$ cat src/rtl/core/mlpp_state_mem.sv
`default_nettype none
// ----------------------------------------------------------------------------
// mlpp_state_mem
// Per-channel state memory, one read and one write port, registered read.
// Entries never written since reset read as zero.
// ----------------------------------------------------------------------------
module mlpp_state_mem #(
  parameter int DEPTH = 20,
  parameter int WIDTH = 64,
  parameter int AW    = 5
) (
  input  wire logic             clk,
  input  wire logic             rst_n,
  input  wire logic             re,
  input  wire logic [AW-1:0]    raddr,
  output logic      [WIDTH-1:0] rdata,
  input  wire logic             we,
  input  wire logic [AW-1:0]    waddr,
  input  wire logic [WIDTH-1:0] wdata
);

  logic [WIDTH-1:0] mem [DEPTH];
  logic [DEPTH-1:0] vld_r;
  logic [WIDTH-1:0] rdata_r;

  always_ff @(posedge clk) begin
    if (!rst_n) begin
      vld_r <= '0;
    end else if (we) begin
      vld_r[waddr] <= 1'b1;
    end
  end

  always_ff @(posedge clk) begin
    if (we) begin
      mem[waddr] <= wdata;
    end
    if (re) begin
      rdata_r <= vld_r[raddr] ? mem[raddr] : '0;
    end
  end

  assign rdata = rdata_r;

endmodule
`default_nettype wire

$ cat config.mk
export PLATFORM = sky130hd
export DESIGN_NAME = mlpp_state_mem
export DESIGN_NICKNAME = d
export VERILOG_FILES = /design/src/rtl/core/mlpp_state_mem.sv
export SDC_FILE = /design/constraint.sdc
export NUM_CORES = 1
export LEC_CHECK = 0
export ABC_AREA = 1
export BUFFER_PORTS_ARGS = -buffer_cell sky130_fd_sc_hd__buf_2
export CORE_MARGIN = 4
export CORE_UTILIZATION = 35
export DETAILED_ROUTE_END_ITERATION = 12
export GPL_ROUTABILITY_DRIVEN = 0
export GPL_TIMING_DRIVEN = 1
export PLACE_DENSITY_LB_ADDON = 0.25
export SETUP_SLACK_MARGIN = 0.4
export SLEW_MARGIN = 30
export SYNTH_ARGS = -nofsm -noshare
export SYNTH_HDL_FRONTEND = slang
export SYNTH_SLANG_ARGS = --single-unit
$ cat constraint.sdc
create_clock -name clk -period 10.6 [get_ports clk]
set_input_delay 1.06 -clock clk [delete_from_list [all_inputs] [get_ports clk]]
set_output_delay 1.06 -clock clk [all_outputs]
set_load 0.05 [all_outputs]
==> summary.md, run 1 <==
| Metric | Value |
|---|---|
| Reg2reg setup slack | 7.95 ns |
| Setup TNS Final | 0 ns |
| Clock root cell | clkbuf_16 |
| Total grt overflow | 0 |
| Crit path capture | rdata[28]$_SDFFCE_PN0P_ |
| Status | finished, final reports clean |
| Critical path required time | 11.09 ns |
| Kind of critical path | in -> reg |
| Routed WL | 157000 um |
| Seq pwr share | 0.525 |
| Sw frac | 0.226 |
| Worst vdd rail ir drop | 0.131 mV |
| Final antenna-violating net count | 0 |
| Startpoint types | input pin |
| Switch Pwr | 2.59 mW |
| Mean Syn Cell Area | 11.5 um^2 |
| Final hold vios | 0 |
| Pwr Total | 11.5 mW |
| H-tree Lvls | 4 |
| Net Count, Synth | 4939 |
| Ys async rst share | 0 |
| Share of layout cells above drive strength 1 | 0.0949 |
| Starting Density | 0.352 |
| Worst-case clock buffer depth | 3 |
| Area leader, netlist | edfxtp_1 |
| Final nets | 5020 |
| DR pass1 iterations | 6 |
| CTS tree | built |
| Seq/Total Area, Yosys | 0.731 |
| WL per Instance | 22.1 um |
| Clock-pin transition on the worst setup and hold timing paths | 0.06 ns |
| Worst flop-to-flop path startpoint | vld_r[1]$_SDFFE_PN0P_ |
| Post-Layout Inst Area | 63100 um^2 |
| Via count | 36000 |
| Die area | 166000 um^2 |
| Largest net degree at the start of global routing | 180 |
| Yosys reg bits | 1364 |
| # setup viols final | 0 |
| Drt initial violations | 3343 |
| Share of Yosys cell area claimed by the top area cell type | 0.724 |
| Area growth syn-to-layout | 13.1% |
| Slew Limit Fails | 0 |
| Postcts setup bufs | 0 |
| Combinational share of power | 0.061 |
| Worst slew margin | 0.306 |
| CTS resizes | 0 |
| Worst slew pin tran | 1.04 ns |
| Clock Sinks | 1364 |
| Post-CTS Hold Fix Bufs | 0 |
| RSZ-0062 raised after global routing | false |
| Post-synth cell types | 21 |
| Internal power | 8.89 mW |
| Skew-Pair Late Insertion Delay | 0.76 ns |
| Count leader, synth | nand2_1 |
| Clk pwr share | 0.415 |
| Clk_skew | 0.0303 ns |
| Post-route DRC | 0 |
| Fmax | 249 MHz |
| Placed cell area | 58700 um^2 |
| # rows | 146 |
| Core Area | 158000 um^2 |
| Crit path max fanout | 179 |
| Final period util | 0.379 |
| Total of max-cap violations | 0 |
| Post-synth EDFFs | 1344 |
| Commonest cells in the netlist | 1497 x nand2_1, 1344 x edfxtp_1, 586 x nand3_1 |
| Reg2reg end | rdata[7]$_SDFFCE_PN0P_ |
| Mapped Cells | 4861 |
| Total track usage | 0.186 |
| Kind of end point of the critical path | flip-flop |
| Crit. Startpoint | raddr[0] |
| PwrDens | 182 nW/um^2 |
| Die Y | 407 um |
| First-pass GRT wire length | 232000 um |
| Post-DP HPWL | 76900 um |
| Number of I/O pins | 142 |
| Mapped Area | 55800 um^2 |
| Ys flop type | edfxtp_1 |
| Cell leakage power | 23.9 nW |
| Worst min path class | reg -> reg |
| Ranking of synthesized cells by area | edfxtp_1 72%, nand2_1 10%, nand3_1 5.3%, inv_1 2.8%, nor2_1 2.6% |
| Number of global-route vias before repair | 34600 |
| WP data arrival | 4.51 ns |
| Vias per inst | 5.05 |
| IO Port Bufs | 141 |
| CTS buffer count | 143 |
| Min Clock Period, post-route | 4.02 ns |
| Die width | 407 um |
| YS warnings | 0 |
| Antenna violations before repair | 16 |
| Worst reg-to-reg path cell count | 11 |
-- cells by family (layout without fill, tap and decap cells) --
| kind of cell | Yosys count | count (layout) | share of synthesized area |
|---|---|---|---|
| simple gates | 2478 | 2478 | 0.180 |
| buf+inv | 696 | 885 | 0.0517 |
| other cells | 0 | 4 | 0 |
| compound gates | 323 | 323 | 0.0371 |
| flops | 1364 | 1364 | 0.731 |
-- layout make-up --
type,count,area [um^2]
Timing Repair Buffer,214,1450
Clock inverter,57,343
Multi-Input combinational cell,2801,12300
Sequential cell,1364,40800
Fill cell,15000,95300
Tap cell,2072,2590
Clock buffer,196,4040
Inverter,418,1590
Antenna cell,4,10.0
-- metrics by stage --
step / instances / setup slack, ns / utilization / hold slack, ns
floorplan: 4861 / 6.01 / - / 0.435
global placement: 6863 / 5.71 / 0.369 / 0.450
detailed placement: 6868 / 5.76 / 0.370 / 0.459
CTS: 7121 / 6.57 / 0.398 / 0.472
global route: 7122 / 6.27 / 0.398 / 0.495
finish: 7126 / 6.58 / 0.398 / 0.472
-- worst min-delay path by stage --
| stage | from | to | slack (ns) | cells past startpoint |
|---|---|---|---|---|
| after floorplan | vld_r[18]$_SDFFE_PN0P_ | vld_r[18]$_SDFFE_PN0P_ | 0.43 | 2 |
| after global placement | vld_r[7]$_SDFFE_PN0P_ | vld_r[7]$_SDFFE_PN0P_ | 0.45 | 2 |
| after detailed placement | vld_r[17]$_SDFFE_PN0P_ | vld_r[17]$_SDFFE_PN0P_ | 0.46 | 2 |
| after CTS | vld_r[17]$_SDFFE_PN0P_ | vld_r[17]$_SDFFE_PN0P_ | 0.47 | 2 |
| after global routing | vld_r[19]$_SDFFE_PN0P_ | vld_r[19]$_SDFFE_PN0P_ | 0.50 | 2 |
| final | vld_r[17]$_SDFFE_PN0P_ | vld_r[17]$_SDFFE_PN0P_ | 0.47 | 2 |
-- layer usage --
metal	share of wire	up-vias	routed length (um)	global-route usage
met3	0.068	207	10700	0.0298
met2	0.45	1165	70300	0.290
li1	-	16600	-	-
met5	0.00014	-	22	0
met4	0.017	4	2650	0.0422
met1	0.47	17900	73500	0.274
-- cell usage in the layout (no fill, tap or decap), types with 2 or more instances in the layout --
| cell | n |
|---|---|
| buf_4 | 61 |
| buf_12 | 6 |
| nand2_1 | 1497 |
| buf_8 | 2 |
| buf_16 | 3 |
| clkbuf_16 | 154 |
| buf_2 | 135 |
| inv_8 | 2 |
| buf_6 | 7 |
| o21ai_0 | 193 |
| clkbuf_8 | 3 |
| inv_1 | 415 |
| inv_6 | 2 |
| clkinv_1 | 31 |
| clkbuf_1 | 39 |
| nor3_1 | 8 |
| nor2_4 | 22 |
| a21oi_2 | 54 |
| a21oi_1 | 10 |
| bufinv_16 | 3 |
| dfxtp_1 | 20 |
| nand3_1 | 586 |
| edfxtp_1 | 1344 |
| nor2_1 | 363 |
| clkinv_2 | 19 |
| diode_2 | 4 |
| o221ai_1 | 64 |
-- sequential cells by signal, indices dropped and copies added, names as in the netlist --
register / flops
mem: 1280
rdata: 64
vld_r: 20
-- critical path, stage by stage --
cell	delay, ns
buf_8	0.25
inv_8	0.56
buf_4	0.87
buf_12	0.66
nand2_1	0.10
nand3_1	0.11
nand2_1	0.07
nand2_1	0.12
nand2_1	0.08
nor2_1	0.10
nand2_1	0.07
nand2_1	0.16
a21oi_2	0.04
-- power groups by stage --
stage                     combinational (mW)  sequential [mW]  clock, mW
after floorplan                        0.374             6.19          0
after global placement                 0.690             6.14          0
after detailed placement               0.698             6.14          0
after CTS                              0.700             6.03       4.86
after global routing                   0.770             6.03       5.10
final                                  0.696             6.03       4.76
(Power assumes the default switching activity.)
==> run 2, diff against run 1 <==
Settings changed: ABC_AREA 1 to 0.
Clock period 10.6 ns to 3.4 ns, I/O delays scaled along.
==> run 2 against run 1 <==
- combinational power rose to 2.7 times the previous value
- clock power rose to 3.1 times the previous value
- non-clock buffer count rose by 89
- die area fell by 5.3%
- sequential share of layout area rose by 1.8 points
- total power rose to 3.1 times the previous value
- clock skew fell by 0.0035 ns
- flip-flop and latch count did not move
- worst hold slack got worse by 0.28 ns
- register-to-register slack got worse by 6.6 ns
- critical path type unchanged
- critical endpoint is now rdata[6]$_SDFFCE_PN0P_
==> summary.md, run 2 <==
| Metric | Value |
|---|---|
| # rows | 142 (-2.7%) |
| Total grt overflow | 0 (unchanged) |
| Post-DP HPWL | 70500 um (-8.3%) |
| Mean Syn Cell Area | 20.2 um^2 (+76%) |
| Startpoint types | input pin |
| Total of max-cap violations | 0 (unchanged) |
| M2 GR Usage | 0.264 (-0.0259) |
| Yosys reg bits | 1364 (unchanged) |
| WP data arrival | 2.57 ns (-1.94 ns) |
| Worst vdd rail ir drop | 0.340 mV (+160%) |
| Ranking of synthesized cells by area | edfxtp_1 77%, mux2i_1 7.3%, mux4_2 5.6%, a221oi_2 1.7%, a22oi_2 1.4% |
| H-tree Lvls | 4 (unchanged) |
| Worst-case clock buffer depth | 3 (unchanged) |
| Min Clock Period, post-route | 2.11 ns |
| PwrDens | 574 nW/um^2 (+220%) |
| Mapped Area | 52800 um^2 (-5.4%) |
| Final antenna-violating net count | 0 (unchanged) |
| Die Y | 396 um (-2.7%) |
| Pre-CTS WS | 0.525 ns (-5.24 ns) |
| Setup ws final | 1.29 ns (-5.29 ns) |
| Largest register FFs | 1280 (unchanged) |
| Final hold vios | 0 (unchanged) |
| Share of Yosys cell area claimed by the top area cell type | 0.765 (+0.0414) |
| Cell leakage power | 20.4 nW (-15%) |
| Net Count, Synth | 2689 (-46%) |
| YS warnings | 0 (unchanged) |
| Commonest cells after routing, fill and taps aside | 1344 x edfxtp_1, 387 x mux2i_1, 146 x clkbuf_16 |
| Number of I/O pins | 142 (unchanged) |
| Worst slew margin | 0.375 (+0.0686) |
| Routed WL | 132000 um (-16%) |
| First-pass GRT wire length | 191000 um (-18%) |
| Kind of end point of the critical path | flip-flop |
| CTS tree | built |
| Starting Density | 0.352 (about the same) |
| Status | finished, final reports clean |
| Post-route DRC | 0 (unchanged) |
| Reg2reg setup slack | 1.36 ns (-6.59 ns) |
| Internal power | 27.8 mW (+210%) |
| Ys flop type | edfxtp_1 |
| Fmax | 474 MHz |
| Ys async rst share | 0 (unchanged) |
| Footprint of the multi-input gates | 10900 um^2 (-11%) |
| RSZ-0062 raised after global routing | false |
| Placed cell area | 56400 um^2 (-3.8%) |
| Critical Path Max Stage Delay | 0.59 ns (-0.28 ns) |
| DR pass1 iterations | 5 (-1) |
| Kind of critical path | in -> reg |
| Finished Core Util | 0.410 (+0.0115) |
| IO Port Bufs | 141 (unchanged) |
| Clock-pin transition on the worst setup and hold timing paths | 0.06 ns (about the same) |
| Seq pwr share | 0.533 (+0.008) |
| Post-synth EDFFs | 1344 (unchanged) |
| Post-synth cell types | 33 (+57%) |
| Routing usage on met1 | 0.238 (-0.0355) |
| Worst-path cell chain | buf_4, nor2_1, nand2_4, buf_12, buf_12, o22ai_1, nor4_1, a221oi_2 |
| Share of layout cells above drive strength 1 | 0.231 (+0.136) |
| Slowest-stage cell, CP | nor4_1 |
| Fill count | 13100 (-13%) |
| Number of global-route vias before repair | 27300 (-21%) |
| Final period util | 0.621 |
| CTS resizes | 0 (unchanged) |
| Die area | 157000 um^2 (-5.3%) |
| Crit path max fanout | 25 (-86%) |
| WL per Instance | 26.4 um (+20%) |
| Commonest non-fill, non-tap cell in the layout | edfxtp_1 |
| Clk pwr share | 0.413 (-0.002) |
| Largest net degree at the start of global routing | 66 (-63%) |
| Clock Sinks | 1364 (unchanged) |
| Mapped Cells | 2611 (-46%) |
| Drt initial violations | 2019 (-40%) |
| Slew Limit Fails | 0 (unchanged) |
| Gr busiest metal | met2 |
| Sw frac | 0.212 (-0.0139) |
| Post-CTS Hold Fix Bufs | 65 (+65) |
| Clk_skew | 0.0268 ns (-0.00351 ns) |
| Vias per inst | 5.21 (+3.4%) |
| Worst min path class | in -> reg |
| Largest Register | mem |
| # setup viols final | 0 (unchanged) |
| Clock root cell | clkbuf_16 |
| Post-Layout Inst Area | 61400 um^2 (-2.7%) |
| Antenna violations before repair | 6 (-10) |
| Final nets | 2985 (-41%) |
| Worst slew pin tran | 0.937 ns (-0.103 ns) |
| Reg area | 40800 um^2 (unchanged) |
| Skew-Pair Late Insertion Delay | 0.75 ns (about the same) |
| Core Area | 150000 um^2 (-5.4%) |
| Area growth syn-to-layout | 16.4% |
| Switch Pwr | 7.47 mW (+190%) |
| Postcts setup bufs | 0 (unchanged) |
| Critical path required time | 3.86 ns (-7.23 ns) |
| Total track usage | 0.167 (-0.0185) |
| CTS buffer count | 143 (unchanged) |
| Die width | 396 um (-2.7%) |
| Commonest cells in the netlist | 1344 x edfxtp_1, 387 x mux2i_1, 151 x nor2_1 |
| Most frequent cell on the critical path | buf_12 |
| Combinational share of power | 0.054 (-0.007) |
| Met3 track demand over resource | 0.0347 (+0.00493) |
| Via count | 26200 (-27%) |
| Seq/Total Area, Yosys | 0.773 (+0.0418) |
| Count leader, synth | edfxtp_1 |
| Hold slack | 0.189 ns (-0.283 ns) |
| Area leader, netlist | edfxtp_1 |
-- run 2: cell types whose count changed in the layout (fill, tap and decap cells not counted), moves of 65 or more --
cell,delta
mux4_2,+132
nand3_1,-583
inv_1,-351
o21ai_0,-193
dlygate4sd3_1,+65
nor2_1,-232
mux2i_1,+387
nand2_1,-1495
-- run 2: area by class of cell --
cell class,instances,area share
Inverter,64,0.00391
Sequential cell,1364,0.664
Tap cell,2016,0.0411
Clock inverter,66,0.00877
Multi-Input combinational cell,1031,0.177
Clock buffer,176,0.0614
Antenna cell,1,0.0000408
Timing Repair Buffer,303,0.0433
-- run 2: power by group through the flow --
stage	Sequential [mW]	Clock, mW	Combinational (mW)
6_report	18.8	14.6	1.90
5_1_grt	18.8	15.6	2.03
4_1_cts	18.8	14.9	1.93
3_5_place_dp	19.1	0	1.85
3_3_place_gp	19.1	0	1.82
2_1_floorplan	19.2	0	0.986
-- run 2: logic make-up (layout without fill, tap and decap cells) --
kind of cell,count (synthesis),after routing,share of synthesized area
DFF,1364,1364,0.773
muxes,519,519,0.130
AOI/OAI and AO/OA,278,278,0.0526
and+or+nand+nor,234,234,0.0207
buffers and inverters,216,609,0.0242
other,0,1,0
-- run 2: worst max-delay path, delay by kind of cell --
family,cells,cell delay (ns)
AO/OA/AOI/OAI,2,0.18
buffers and inverters,3,0.83
AND/OR/NAND/NOR,3,1.13
-- run 2: path summary, 6_finish.rpt --
path,startpoint,end,cells past startpoint
worst max-delay path,raddr[3],rdata[6]$_SDFFCE_PN0P_,8
worst min-delay path,re,rdata[61]$_SDFFCE_PN0P_,1
worst max register to register,vld_r[11]$_SDFFE_PN0P_,rdata[59]$_SDFFCE_PN0P_,5
worst min register to register,vld_r[9]$_SDFFE_PN0P_,vld_r[9]$_SDFFE_PN0P_,1
-- run 2: stage by stage --
stage / setup TNS [ns] / instances / total power [mW]
after global placement: 0 / 4713 / 21.0
after CTS: 0 / 5020 / 35.7
after global routing: 0 / 5021 / 36.5
after floorplan: -114.09 / 2611 / 20.2
final: 0 / 5021 / 35.2
after detailed placement: 0 / 4713 / 21.0
-- run 2: layer usage --
layer,share of wire,vias to the layer above
met4,0.020,2
met3,0.060,192
met1,0.45,13900
li1,-,11300
met2,0.47,783
met5,0.000098,-
